$ cat src/design/gbiw_pkg.sv
// ----------------------------------------------------------------------------
// gbiw_pkg
// shared widths, codes and types for the grid bracket interpolation weights
// block
// ----------------------------------------------------------------------------
package gbiw_pkg;

    localparam int VALUE_W       = 32;
    localparam int GRID_INDEX_W  = 6;
    localparam int CFG_INDEX_W   = 1;
    localparam int CFG_DATA_W    = 7;
    localparam int POINT_COUNT_W = 7;

    localparam logic CMD_LOAD  = 1'b0;
    localparam logic CMD_QUERY = 1'b1;

    localparam logic [CFG_INDEX_W-1:0] CFG_SUM_MODE    = 1'd0;
    localparam logic [CFG_INDEX_W-1:0] CFG_POINT_COUNT = 1'd1;

    typedef logic signed [VALUE_W-1:0]  value_t;
    typedef logic [GRID_INDEX_W-1:0]    grid_index_t;
    typedef logic [CFG_INDEX_W-1:0]     cfg_index_t;
    typedef logic [CFG_DATA_W-1:0]      cfg_data_t;

endpackage

$ cat src/design/gbiw_if.sv
// ----------------------------------------------------------------------------
// gbiw_if
// valid/ready channels for request words and response words
// ----------------------------------------------------------------------------
interface gbiw_req_if;
    import gbiw_pkg::*;

    logic        valid;
    logic        ready;
    logic        command;
    grid_index_t grid_index;
    value_t      grid_value;
    value_t      first_value;
    value_t      second_value;

    modport source (
        output valid, command, grid_index, grid_value, first_value, second_value,
        input  ready
    );
    modport sink (
        input  valid, command, grid_index, grid_value, first_value, second_value,
        output ready
    );
endinterface

interface gbiw_rsp_if;
    import gbiw_pkg::*;

    logic        valid;
    logic        ready;
    grid_index_t lower_index;
    grid_index_t upper_index;
    value_t      lower_weight;
    value_t      upper_weight;
    logic        bad_grid;

    modport source (
        output valid, lower_index, upper_index, lower_weight, upper_weight, bad_grid,
        input  ready
    );
    modport sink (
        input  valid, lower_index, upper_index, lower_weight, upper_weight, bad_grid,
        output ready
    );
endinterface

$ cat src/design/grid_bracket_interpolation_weights.sv
// ----------------------------------------------------------------------------
// grid_bracket_interpolation_weights
// bracket search over a loaded grid and signed Q16.16 interpolation weights
// ----------------------------------------------------------------------------
// request carries one word per item: a load writes grid_value at grid_index
// (indices at or above GRID_DEPTH are dropped), a query brings first_value
// and second_value. the target is their sum or their absolute difference,
// per sum_mode. a query returns one response word: the bracketing indices,
// both weights saturated to 32 bits, and bad_grid when the two bracketing
// points are equal (weights zero). a load gives no response word.
// a load leaves request ready for the next word. a query scans point_count
// entries clamped to [2, GRID_DEPTH], one grid memory read per cycle, then,
// when bad_grid is clear, one restoring divider makes one quotient bit per
// cycle, used once for each weight. request is not ready during a query.
// the response sits in an output register; if the receiver stalls, a
// finished query waits until that register frees up, and request stays low.
// reset sets sum_mode to 1 and point_count to 64; grid contents are
// undefined until loaded. config is sampled when a query is accepted.
// ----------------------------------------------------------------------------
module grid_bracket_interpolation_weights #(
    parameter int GRID_DEPTH = 64
) (
    input  logic                  clk,
    input  logic                  rst_n,
    gbiw_req_if.sink              request,
    gbiw_rsp_if.source            response,
    input  logic                  cfg_we,
    input  gbiw_pkg::cfg_index_t  cfg_index,
    input  gbiw_pkg::cfg_data_t   cfg_data
);
    import gbiw_pkg::*;

    localparam int IDX_W     = (GRID_DEPTH > 1) ? $clog2(GRID_DEPTH) : 1;
    localparam int T_W       = VALUE_W + 2;
    localparam int NUM_W     = VALUE_W + 3;
    localparam int MAG_W     = VALUE_W + 1;
    localparam int FRAC_W    = 16;
    localparam int DVD_W     = MAG_W + FRAC_W;
    localparam int DIV_STEPS = DVD_W;
    localparam int STEP_W    = $clog2(DIV_STEPS);

    localparam logic [IDX_W-1:0] LAST_MAX = IDX_W'(GRID_DEPTH - 1);
    localparam logic [IDX_W-1:0] IDX_ONE  = IDX_W'(1);

    typedef enum logic [2:0] {
        S_IDLE,
        S_SCAN,
        S_LAST,
        S_CLAMP,
        S_RD_M,
        S_RD_N,
        S_PREP,
        S_DIV
    } state_t;

    typedef logic signed [T_W-1:0]   target_t;
    typedef logic signed [NUM_W-1:0] num_t;

    function automatic logic [MAG_W-1:0] num_mag(input num_t v);
        num_t a;
        a = v[NUM_W-1] ? -v : v;
        return a[MAG_W-1:0];
    endfunction

    function automatic value_t saturate(input logic [DVD_W-1:0] q, input logic neg);
        value_t r;
        if (!neg) begin
            r = (|q[DVD_W-1:VALUE_W-1]) ? value_t'({1'b0, {(VALUE_W-1){1'b1}}})
                                        : value_t'({1'b0, q[VALUE_W-2:0]});
        end
        else begin
            r = ((|q[DVD_W-1:VALUE_W]) || (q[VALUE_W-1] && (|q[VALUE_W-2:0])))
                ? value_t'({1'b1, {(VALUE_W-1){1'b0}}})
                : -value_t'(q[VALUE_W-1:0]);
        end
        return r;
    endfunction

    // configuration
    logic                     sum_mode_reg;
    logic [POINT_COUNT_W-1:0] point_count_reg;

    // sequencer and datapath
    state_t              state_reg;
    target_t             t_reg;
    logic [IDX_W-1:0]    last_reg;
    logic [IDX_W-1:0]    k_reg;
    logic                pend_reg;
    logic [IDX_W-1:0]    pend_idx_reg;
    logic [IDX_W-1:0]    m_reg;
    logic [IDX_W-1:0]    n_reg;
    logic                found_reg;
    value_t              gm_reg;
    logic [VALUE_W-1:0]  den_mag_reg;
    logic                den_neg_reg;
    logic [VALUE_W-1:0]  rem_reg;
    logic [DVD_W-1:0]    dvd_reg;
    logic                qneg_reg;
    logic                phase_reg;
    logic [STEP_W-1:0]   step_reg;
    value_t              lw_reg;
    logic                done_pend_reg;

    // output register
    logic                out_valid_reg;
    logic [IDX_W-1:0]    out_m_reg;
    logic [IDX_W-1:0]    out_n_reg;
    value_t              out_lw_reg;
    value_t              out_uw_reg;
    logic                out_bad_reg;
    value_t              res_uw_reg;
    logic                res_bad_reg;

    // grid memory
    value_t              grid_mem [GRID_DEPTH];
    value_t              rd_data_reg;
    logic [IDX_W-1:0]    rd_addr;
    logic                mem_we;

    logic                in_fire;
    target_t             t_sum;
    target_t             t_diff;
    target_t             t_target;
    logic [IDX_W-1:0]    last_init;
    logic                hit_le;
    logic signed [MAG_W-1:0] den_c;
    num_t                num0;
    num_t                num1;
    logic [MAG_W-1:0]    rem_sh;
    logic                q_bit;
    logic [VALUE_W-1:0]  rem_next;
    logic [DVD_W-1:0]    dvd_next;
    value_t              q_sat;
    logic                out_free;

    assign request.ready = (state_reg == S_IDLE) && !done_pend_reg;
    assign in_fire       = request.valid && request.ready;
    assign out_free      = !out_valid_reg || response.ready;

    assign response.valid        = out_valid_reg;
    assign response.lower_index  = GRID_INDEX_W'(out_m_reg);
    assign response.upper_index  = GRID_INDEX_W'(out_n_reg);
    assign response.lower_weight = out_lw_reg;
    assign response.upper_weight = out_uw_reg;
    assign response.bad_grid     = out_bad_reg;

    always_comb
    begin
        t_sum    = T_W'(request.first_value) + T_W'(request.second_value);
        t_diff   = T_W'(request.first_value) - T_W'(request.second_value);
        t_target = sum_mode_reg ? t_sum : (t_diff[T_W-1] ? -t_diff : t_diff);

        if (point_count_reg < POINT_COUNT_W'(2)) begin
            last_init = IDX_ONE;
        end
        else if (int'(point_count_reg) > GRID_DEPTH) begin
            last_init = LAST_MAX;
        end
        else begin
            last_init = IDX_W'(point_count_reg - POINT_COUNT_W'(1));
        end

        mem_we = in_fire && (request.command == CMD_LOAD)
                 && (int'(request.grid_index) < GRID_DEPTH);

        case (state_reg)
            S_RD_M:  rd_addr = m_reg;
            S_RD_N:  rd_addr = n_reg;
            default: rd_addr = k_reg;
        endcase

        hit_le = T_W'(rd_data_reg) <= t_reg;
        den_c  = MAG_W'(gm_reg) - MAG_W'(rd_data_reg);
        num0   = NUM_W'(t_reg) - NUM_W'(rd_data_reg);
        num1   = NUM_W'(t_reg) - NUM_W'(gm_reg);

        // restoring divider, one quotient bit per cycle
        rem_sh   = {rem_reg, dvd_reg[DVD_W-1]};
        q_bit    = rem_sh >= {1'b0, den_mag_reg};
        rem_next = q_bit ? VALUE_W'(rem_sh - {1'b0, den_mag_reg}) : rem_sh[VALUE_W-1:0];
        dvd_next = {dvd_reg[DVD_W-2:0], q_bit};
        q_sat    = saturate(dvd_next, qneg_reg);
    end

    always_ff @(posedge clk)
    begin
        if (mem_we) begin
            grid_mem[IDX_W'(request.grid_index)] <= request.grid_value;
        end
        rd_data_reg <= grid_mem[rd_addr];
    end

    always_ff @(posedge clk or negedge rst_n)
    begin
        if (!rst_n) begin
            sum_mode_reg    <= 1'b1;
            point_count_reg <= POINT_COUNT_W'(64);
            state_reg       <= S_IDLE;
            t_reg           <= '0;
            last_reg        <= IDX_ONE;
            k_reg           <= '0;
            pend_reg        <= 1'b0;
            pend_idx_reg    <= '0;
            m_reg           <= '0;
            n_reg           <= '0;
            found_reg       <= 1'b0;
            gm_reg          <= '0;
            den_mag_reg     <= '0;
            den_neg_reg     <= 1'b0;
            rem_reg         <= '0;
            dvd_reg         <= '0;
            qneg_reg        <= 1'b0;
            phase_reg       <= 1'b0;
            step_reg        <= '0;
            lw_reg          <= '0;
            done_pend_reg   <= 1'b0;
            out_valid_reg   <= 1'b0;
            out_m_reg       <= '0;
            out_n_reg       <= '0;
            out_lw_reg      <= '0;
            out_uw_reg      <= '0;
            out_bad_reg     <= 1'b0;
            res_uw_reg      <= '0;
            res_bad_reg     <= 1'b0;
        end
        else begin
            if (cfg_we) begin
                unique case (cfg_index)
                    CFG_SUM_MODE:    sum_mode_reg    <= cfg_data[0];
                    CFG_POINT_COUNT: point_count_reg <= cfg_data;
                endcase
            end

            // finished result waits here until the output register is free
            if (done_pend_reg && out_free) begin
                out_valid_reg <= 1'b1;
                out_m_reg     <= m_reg;
                out_n_reg     <= n_reg;
                out_lw_reg    <= lw_reg;
                out_uw_reg    <= res_uw_reg;
                out_bad_reg   <= res_bad_reg;
                done_pend_reg <= 1'b0;
            end
            else if (response.ready) begin
                out_valid_reg <= 1'b0;
            end

            // scan compare on the word read in the previous cycle
            if (pend_reg) begin
                if (hit_le) begin
                    m_reg <= pend_idx_reg;
                end
                else if (!found_reg) begin
                    n_reg     <= pend_idx_reg;
                    found_reg <= 1'b1;
                end
            end

            unique case (state_reg)
                S_IDLE:
                begin
                    pend_reg <= 1'b0;
                    if (in_fire && (request.command == CMD_QUERY)) begin
                        t_reg     <= t_target;
                        last_reg  <= last_init;
                        k_reg     <= '0;
                        m_reg     <= '0;
                        n_reg     <= last_init;
                        found_reg <= 1'b0;
                        state_reg <= S_SCAN;
                    end
                end
                S_SCAN:
                begin
                    pend_reg     <= 1'b1;
                    pend_idx_reg <= k_reg;
                    k_reg        <= k_reg + IDX_ONE;
                    if (k_reg == last_reg) begin
                        state_reg <= S_LAST;
                    end
                end
                S_LAST:
                begin
                    pend_reg  <= 1'b0;
                    state_reg <= S_CLAMP;
                end
                S_CLAMP:
                begin
                    if (n_reg == '0) begin
                        n_reg <= IDX_ONE;
                    end
                    if (m_reg == last_reg) begin
                        m_reg <= last_reg - IDX_ONE;
                    end
                    state_reg <= S_RD_M;
                end
                S_RD_M:
                begin
                    state_reg <= S_RD_N;
                end
                S_RD_N:
                begin
                    gm_reg    <= rd_data_reg;
                    state_reg <= S_PREP;
                end
                S_PREP:
                begin
                    if (den_c == '0) begin
                        lw_reg        <= '0;
                        res_uw_reg    <= '0;
                        res_bad_reg   <= 1'b1;
                        done_pend_reg <= 1'b1;
                        state_reg     <= S_IDLE;
                    end
                    else begin
                        den_neg_reg <= den_c[MAG_W-1];
                        den_mag_reg <= den_c[MAG_W-1] ? VALUE_W'(-den_c) : VALUE_W'(den_c);
                        qneg_reg    <= num0[NUM_W-1] ^ den_c[MAG_W-1];
                        dvd_reg     <= {num_mag(num0), {FRAC_W{1'b0}}};
                        rem_reg     <= '0;
                        step_reg    <= '0;
                        phase_reg   <= 1'b0;
                        res_bad_reg <= 1'b0;
                        state_reg   <= S_DIV;
                    end
                end
                S_DIV:
                begin
                    if (step_reg == STEP_W'(DIV_STEPS - 1)) begin
                        if (!phase_reg) begin
                            lw_reg    <= q_sat;
                            qneg_reg  <= num1[NUM_W-1] ^ !den_neg_reg;
                            dvd_reg   <= {num_mag(num1), {FRAC_W{1'b0}}};
                            rem_reg   <= '0;
                            step_reg  <= '0;
                            phase_reg <= 1'b1;
                        end
                        else begin
                            res_uw_reg    <= q_sat;
                            done_pend_reg <= 1'b1;
                            state_reg     <= S_IDLE;
                        end
                    end
                    else begin
                        dvd_reg  <= dvd_next;
                        rem_reg  <= rem_next;
                        step_reg <= step_reg + STEP_W'(1);
                    end
                end
                default:
                begin
                    state_reg <= S_IDLE;
                end
            endcase
        end
    end

    a_bad_zero_weights: assert property (@(posedge clk) disable iff (!rst_n)
        (response.valid && response.bad_grid)
        |-> (response.lower_weight == '0) && (response.upper_weight == '0))
        else $error("bad grid word with nonzero weights");

    a_distinct_indices: assert property (@(posedge clk) disable iff (!rst_n)
        (response.valid && !response.bad_grid)
        |-> (response.lower_index != response.upper_index))
        else $error("good word with equal bracket indices");

    a_query_busy: assert property (@(posedge clk) disable iff (!rst_n)
        (request.valid && request.ready && (request.command == CMD_QUERY))
        |=> !request.ready)
        else $error("request ready right after a query");

    a_load_one_cycle: assert property (@(posedge clk) disable iff (!rst_n)
        (request.valid && request.ready && (request.command == CMD_LOAD))
        |=> request.ready)
        else $error("load word stalled the request side");

    a_div_steps: assert property (@(posedge clk) disable iff (!rst_n)
        (state_reg == S_DIV) |-> (step_reg < STEP_W'(DIV_STEPS)))
        else $error("divider step count out of range");

endmodule
$ cat src/flat_wrapper.sv
// flat-port wrapper written by rule: the top's interface ports become plain ports
module grid_bracket_interpolation_weights_flat import gbiw_pkg::*;
#(
    parameter int GRID_DEPTH = 64
)
  (clk, rst_n, cfg_we, cfg_index, cfg_data, request_valid, request_command, request_grid_index, request_grid_value, request_first_value, request_second_value, request_ready, response_valid, response_lower_index, response_upper_index, response_lower_weight, response_upper_weight, response_bad_grid, response_ready);
  gbiw_req_if request_i ();
  gbiw_rsp_if response_i ();
  input  logic clk;
  input  logic rst_n;
  input  logic cfg_we;
  input  gbiw_pkg::cfg_index_t cfg_index;
  input  gbiw_pkg::cfg_data_t cfg_data;
  input wire logic [$bits(request_i.valid)-1:0] request_valid;
  input wire logic [$bits(request_i.command)-1:0] request_command;
  input wire logic [$bits(request_i.grid_index)-1:0] request_grid_index;
  input wire logic [$bits(request_i.grid_value)-1:0] request_grid_value;
  input wire logic [$bits(request_i.first_value)-1:0] request_first_value;
  input wire logic [$bits(request_i.second_value)-1:0] request_second_value;
  output wire logic [$bits(request_i.ready)-1:0] request_ready;
  output wire logic [$bits(response_i.valid)-1:0] response_valid;
  output wire logic [$bits(response_i.lower_index)-1:0] response_lower_index;
  output wire logic [$bits(response_i.upper_index)-1:0] response_upper_index;
  output wire logic [$bits(response_i.lower_weight)-1:0] response_lower_weight;
  output wire logic [$bits(response_i.upper_weight)-1:0] response_upper_weight;
  output wire logic [$bits(response_i.bad_grid)-1:0] response_bad_grid;
  input wire logic [$bits(response_i.ready)-1:0] response_ready;
  assign request_i.valid = request_valid;
  assign request_i.command = request_command;
  assign request_i.grid_index = request_grid_index;
  assign request_i.grid_value = request_grid_value;
  assign request_i.first_value = request_first_value;
  assign request_i.second_value = request_second_value;
  assign request_ready = request_i.ready;
  assign response_valid = response_i.valid;
  assign response_lower_index = response_i.lower_index;
  assign response_upper_index = response_i.upper_index;
  assign response_lower_weight = response_i.lower_weight;
  assign response_upper_weight = response_i.upper_weight;
  assign response_bad_grid = response_i.bad_grid;
  assign response_i.ready = response_ready;
  grid_bracket_interpolation_weights #(.GRID_DEPTH(GRID_DEPTH)) u_core (.clk(clk), .rst_n(rst_n), .request(request_i), .response(response_i), .cfg_we(cfg_we), .cfg_index(cfg_index), .cfg_data(cfg_data));
endmodule
$ cat config.mk
export PLATFORM = sky130hd
export DESIGN_NAME = grid_bracket_interpolation_weights_flat
export DESIGN_NICKNAME = d
export VERILOG_FILES = /design/src/design/gbiw_pkg.sv /design/src/design/gbiw_if.sv /design/src/design/grid_bracket_interpolation_weights.sv /design/src/flat_wrapper.sv
export SDC_FILE = /design/constraint.sdc
export NUM_CORES = 2
export LEC_CHECK = 0
export ABC_CLOCK_PERIOD_IN_PS = 8050
export BUFFER_PORTS_ARGS = -buffer_cell sky130_fd_sc_hd__buf_2
export CAP_MARGIN = 20
export CORE_MARGIN = 5
export CORE_UTILIZATION = 55
export DETAILED_ROUTE_END_ITERATION = 10
export HOLD_SLACK_MARGIN = 0.12
export PLACE_DENSITY = 0.71
export SLEW_MARGIN = 20
export SYNTH_ARGS = -nofsm -noshare
export SYNTH_HDL_FRONTEND = slang
export SYNTH_SLANG_ARGS = --single-unit
$ cat constraint.sdc
create_clock -name clk -period 8.05 [get_ports clk]
set_input_delay 1.61 -clock clk [delete_from_list [all_inputs] [get_ports clk]]
set_output_delay 1.61 -clock clk [all_outputs]
set_load 0.005 [all_outputs]
# Yosys cells after proc, flatten, opt, wreduce, memory -nomap -nowiden
# Memories as Yosys holds them, arrays and structs flattened. A register that Yosys moved wholly into a read port is not among the register bits.
# Cells that the tools add are included.
# totals
elab_cells	177
reg_bits	375
out_inout_bits	79
ram_bits	2048
input_bits	116
n_memories	1
# mem_list
memory	depth	word_bits	rd	rd_clocked_by_memory_dff	write_ports	line	text
u_core.grid_mem	64	32	1	1	1	grid_bracket_interpolation_weights.sv:115	value_t grid_mem [GRID_DEPTH];
# op_classes
order_cmp	4
bitwise_logic	5
muxes	72
n_reduce_logical	33
n_addsub	15
eq_ne	18
# ops
cell	n
32-bit 2-to-1 mux	12
32-bit case mux with 2 select lines	3
49-bit 2-to-1 mux	3
49-bit case mux with 2 select lines	1
6-bit 2-to-1 mux	15
34-bit by 32-bit subtractor with 35-bit output	2
34-bit 2-to-1 mux	2
33-bit 2-to-1 mux	2
33-bit negator	2
32-bit by 32-bit subtractor with 33-bit output	2
32-bit negator	2
6-bit case mux with 2 select lines	5
32-bit by 34-bit less-or-equal comparator with 1-bit output	1
34-bit negator	1
32-bit by 32-bit adder with 33-bit output	1
33-bit by 32-bit greater-or-equal comparator with 1-bit output	1
33-bit zero test	1
32-bit subtractor	1
31-bit 2-to-1 mux	1
31-bit OR reduction	1
3-bit case mux with 8 select lines	1
1-bit 2-to-1 mux	18
18-bit OR reduction	1
17-bit OR reduction	1
other kinds (26)	67

# Depth between registers and ports, before layout
# depth
word_depth	9
depth_mapped	24
ltp_nobuf	19

# Least setup slack after synthesis
# No wires, ideal clock.
# synth_timing
kind	register to register
start	register u_core.rem_reg[0]
end	register u_core.res_uw_reg[26]
slack_ns	2.931
n_path_buf	4
path_stages_with_launch	22
t_arrival_ns	4.992
setup_time_ns	0.128
path_cell_list	dfrtp_1 > ha_1 > nor2b_1 > o21ai_0 > a21boi_0 > o31ai_1 > a21oi_1 > o21a_1 > a211o_1 > a211oi_1 > clkbuf_1 > buf_1 > clkbuf_1 > ha_1 > clkbuf_1 > nand2_1 > nor4_2 > nand2_1 > o31a_1 > o21ai_0 > nor2_1 > mux2_1
# synth_between
elab_chain_cells	9
word_cells_on_any_way	10
classes_between	add/sub: 1; order compare: 1; mux: 5; reduce/logical: 3
# synth_lines
item	line	text
start: declaration	grid_bracket_interpolation_weights.sv:96	logic [VALUE_W-1:0] rem_reg;
start signal: assignment	grid_bracket_interpolation_weights.sv:346	rem_reg <= rem_next;
33-bit by 32-bit greater-or-equal comparator with 1-bit output *	grid_bracket_interpolation_weights.sv:179	q_bit = rem_sh >= {1'b0, den_mag_reg};
parallel branches: the longest is 3 deep, another holds 32-bit negator	-	
32-bit 2-to-1 mux *	grid_bracket_interpolation_weights.sv:73	? value_t'({1'b1, {(VALUE_W-1){1'b0}}})
32-bit 2-to-1 mux *	grid_bracket_interpolation_weights.sv:67	if (!neg) begin
32-bit 2-to-1 mux *	grid_bracket_interpolation_weights.sv:330	if (!phase_reg) begin
32-bit 2-to-1 mux *	grid_bracket_interpolation_weights.sv:329	if (step_reg == STEP_W'(DIV_STEPS - 1)) begin
32-bit case mux with 2 select lines *	grid_bracket_interpolation_weights.sv:259	unique case (state_reg)
end signal: assignment	grid_bracket_interpolation_weights.sv:339	res_uw_reg <= q_sat;
end: declaration	grid_bracket_interpolation_weights.sv:111	value_t res_uw_reg;
# Every way passes the cells marked *. The select of a mux whose other input is x is not followed.
# A chain may end at the register's enable or synchronous reset.

# Worst setup path in the final report
# layout_timing
start	register u_core.gm_reg[0]
end	register u_core.dvd_reg[45]
# layout_between
elab_chain_cells	6
word_cells_on_any_way	10
classes_between	add/sub: 3; eq/ne: 1; mux: 4; reduce/logical: 2
# layout_lines
item	line	text
start: declaration	grid_bracket_interpolation_weights.sv:93	value_t gm_reg;
start signal: assignment	grid_bracket_interpolation_weights.sv:303	gm_reg <= rd_data_reg;
34-bit by 32-bit subtractor with 35-bit output	grid_bracket_interpolation_weights.sv:175	num1 = NUM_W'(t_reg) - NUM_W'(gm_reg);
33-bit negator	grid_bracket_interpolation_weights.sv:61	a = v[NUM_W-1] ? -v : v;
33-bit 2-to-1 mux	grid_bracket_interpolation_weights.sv:61	
49-bit 2-to-1 mux	grid_bracket_interpolation_weights.sv:330	
49-bit 2-to-1 mux	grid_bracket_interpolation_weights.sv:329	
49-bit case mux with 2 select lines	grid_bracket_interpolation_weights.sv:259	
end signal: assignment	grid_bracket_interpolation_weights.sv:319	dvd_reg <= {num_mag(num0), {FRAC_W{1'b0}}};
end signal: assignment	grid_bracket_interpolation_weights.sv:333	dvd_reg <= {num_mag(num1), {FRAC_W{1'b0}}};
end signal: assignment	grid_bracket_interpolation_weights.sv:345	dvd_reg <= dvd_next;
end: declaration	grid_bracket_interpolation_weights.sv:97	logic [DVD_W-1:0] dvd_reg;
# Several ways; a longest one is shown, not always the timed one. The select of a mux whose other input is x is not followed.

==> flow_metrics.env <==
export IMPL_hold_viol=0
export IMPL_async_reset_ff_frac=0.153
export IMPL_grt_antenna_before_repair=15
export IMPL_totalNegativeSetupSlack_ns=0
export IMPL_grt_pass1_vias=65500
export IMPL_clockBufferDepth=3
export IMPL_synth_cells=7332
export IMPL_synth_avg_cell_area_sq_um=15.1
export IMPL_max_slew_margin_rel=0.210
export IMPL_fin_area_sq_um=123000
export IMPL_report_final_slew_viol_count=0
export IMPL_yosysUniqueCellTypes=107
export IMPL_crit_fanout=66
export IMPL_ys_seq_area_frac=0.648
export IMPL_portBuffers=194
export IMPL_p_sw_mw=5.36
export IMPL_fill_cells=14300
export IMPL_synthTopCellsByArea="edfxtp_1 56%, mux4_2 10%, dfrtp_1 8.4%, ha_1 2.3%, a21oi_1 1.9%"
export IMPL_grt_usage=0.268
export IMPL_cp_start_kind="flip-flop"
export IMPL_rsz0062_at_grt="false"
export IMPL_syn_to_final_growth_pct=11.7
export IMPL_syn_nets=7661
export IMPL_cp_arrival_ns=6.51
export IMPL_finalCritPeriodShare=0.719
export IMPL_status="complete, no violations"
export IMPL_grt_pass1_wl_um=423000
export IMPL_drt_iter0_drc=6753
export IMPL_cts_buffers=239
export IMPL_hold_depth=2
export IMPL_drcViolationCount=0
export IMPL_reg2regPathDepth=17
export IMPL_finalNetCount=7862
export IMPL_syn_cell_area_sq_um=110000
export IMPL_ios=195
export IMPL_h_tree_depth=4
export IMPL_combinationalPowerShare=0.030
export IMPL_grt_max_degree=135
export IMPL_core_area_sq_um=200000
export IMPL_start_util=0.553
export IMPL_synth_edf_count=2048
export IMPL_ys_ff_latch=2455
export IMPL_rows=164
export IMPL_die_area_sq_um=210000
export IMPL_ys_top_cells_by_count="2048 x edfxtp_1, 512 x mux4_2, 462 x nand2_1"
export IMPL_final_setup_skew_ns=0.0756
export IMPL_post_cts_buffers=0
export IMPL_max_cap_violations=0
export IMPL_largest_reg_flops=2048
export IMPL_p_clk_frac=0.433
export IMPL_cts_tree="done"
export IMPL_die_h_um=458
export IMPL_pwr_density_cell_nw_per_um2=208
export IMPL_max_freq_mhz=173
export IMPL_cts_clk_slew_worst_paths_ns=0.07
export IMPL_power_leakage_nw=44.4
export IMPL_dr_total_vias=66000
export IMPL_hp_class="flip-flop to flip-flop"
export IMPL_synth_top_area_cell="edfxtp_1"
export IMPL_intPower_mw=20.3
export IMPL_yosys_most_used_dff="edfxtp_1"
export IMPL_switching_share=0.209
export IMPL_routabilityCongestion=0.945
export IMPL_yosysTopAreaCellShare=0.557
export IMPL_tightest_slew_ns=1.18
export IMPL_critPathRequiredTime_ns=8.77
export IMPL_insertion_delay_ns=0.90
export IMPL_cts_sinks=2455
export IMPL_max_vdd_ir_drop_uv=236
export IMPL_drive_above_1_share=0.190
export IMPL_setup_viol=0
export IMPL_first_pass_iters=7
export IMPL_ant_nets=0
export IMPL_placed_area_sq_um=115000
export IMPL_yosysWarnings=0
export IMPL_die_w_um=458
export IMPL_cts_resized_gates=0
export IMPL_criticalPathCategory="flip-flop to flip-flop"
export IMPL_synth_most_common_cell="edfxtp_1"
export IMPL_wirelength_um=286000
export IMPL_hold_buffers=0
export IMPL_gr_total_overflow=0
export IMPL_vias_per_cell=6.34
export IMPL_end_kind="flip-flop"
export IMPL_hpwl_um=175000
export IMPL_min_period_ns=5.79
export IMPL_wl_per_cell_um=27.5
export IMPL_cts_root_buf="clkbuf_16"
export IMPL_pwr_share_seq=0.538
-- cell usage in the layout, fill, tap and decap left out, types with 44 or more instances in the layout --
cell type	count
clkbuf_1	52
nor2b_1	168
nand3_1	91
ha_1	207
dfrtp_1	372
buf_2	187
a21o_1	81
o21ai_0	358
a21oi_1	411
nand4_1	44
mux4_2	512
edfxtp_1	2048
xor2_1	110
nand2_1	461
clkbuf_16	243
nor2_1	271
mux2_2	105
nor2_4	65
xnor2_1	178
a211oi_1	252
clkinv_1	58
inv_1	220
mux2i_1	167
nor3_1	83
buf_4	154
-- layer usage --
| metal | vias to the layer above | part of all wire | global-route usage |
|---|---|---|---|
| li1 | 29100 | - | - |
| met1 | 33600 | 0.39 | 0.355 |
| met2 | 2818 | 0.50 | 0.448 |
| met3 | 540 | 0.073 | 0.0443 |
| met4 | 8 | 0.045 | 0.106 |
| met5 | - | 0.00021 | 0 |
-- cells by family after synthesis --
family                   synth area share
AO/OA/AOI/OAI                      0.0886
XOR/XNOR                           0.0228
adder cells (fa/ha/maj)            0.0245
buffers and inverters              0.0219
flip-flops                          0.648
multiplexers                        0.132
AND/OR/NAND/NOR                    0.0629
-- layout make-up --
cell class                 count  area, sq um  area share
antenna                        4         10.0   0.0000812
clock buffer                 301         6360      0.0516
clock inverter               151         1480      0.0120
inverter                     221          830     0.00673
multi-input combinational   4248        37100       0.301
sequential                  2455        71500       0.580
tap                         2656         3320      0.0269
timing repair buffer         368         2680      0.0217
-- through the flow --
step	setup WS (ns)	instances	power [mW]	hold WS [ns]	utilization
3_5_place_dp	1.89	9944	14.8	0.467	0.578
2_1_floorplan	2.93	7332	14.4	0.439	-
6_report	2.26	10400	25.6	0.474	0.618
4_1_cts	2.34	10400	25.8	0.480	0.617
5_1_grt	1.98	10400	26.4	0.499	0.618
3_3_place_gp	2.05	9940	14.8	0.459	0.577
-- worst max-delay path, stage by stage (launching register included) --
cell and delay, ns:
dfrtp_1 0.40, inv_1 0.06, ha_1 0.16, inv_1 0.06
fa_1 0.41, a211oi_1 0.39, o21ai_1 0.26, nand3_1 0.27
nand2_1 0.11, o41ai_1 0.32, xnor2_1 0.25, nor4_1 0.61
nand4b_4 0.35, o31ai_4 0.33, buf_4 0.55, buf_4 0.63
a211oi_1 0.11, a211o_1 0.30
-- power groups by stage --
| stage | clock (mW) | combinational, mW | sequential [mW] |
|---|---|---|---|
| 2_1_floorplan | 0 | 0.372 | 14.1 |
| 3_3_place_gp | 0 | 0.730 | 14.1 |
| 3_5_place_dp | 0 | 0.749 | 14.1 |
| 4_1_cts | 11.3 | 0.752 | 13.8 |
| 5_1_grt | 11.8 | 0.825 | 13.8 |
| 6_report | 11.1 | 0.757 | 13.8 |
-- final timing paths --
kind	start	endpoint	slack [ns]
max	u_core.gm_reg[0]	u_core.dvd_reg[45]	2.26
min	u_core.lw_reg[12]	u_core.lw_reg[12]	0.47
max reg2reg	u_core.gm_reg[0]	u_core.dvd_reg[45]	2.26
min reg2reg	u_core.lw_reg[12]	u_core.lw_reg[12]	0.47
max in group asynchronous	rst_n	u_core.point_count_reg[3]	5.78
min in group asynchronous	rst_n	u_core.response.lower_weight[20]	0.67
Note: power is estimated with default switching activity, not from simulation.
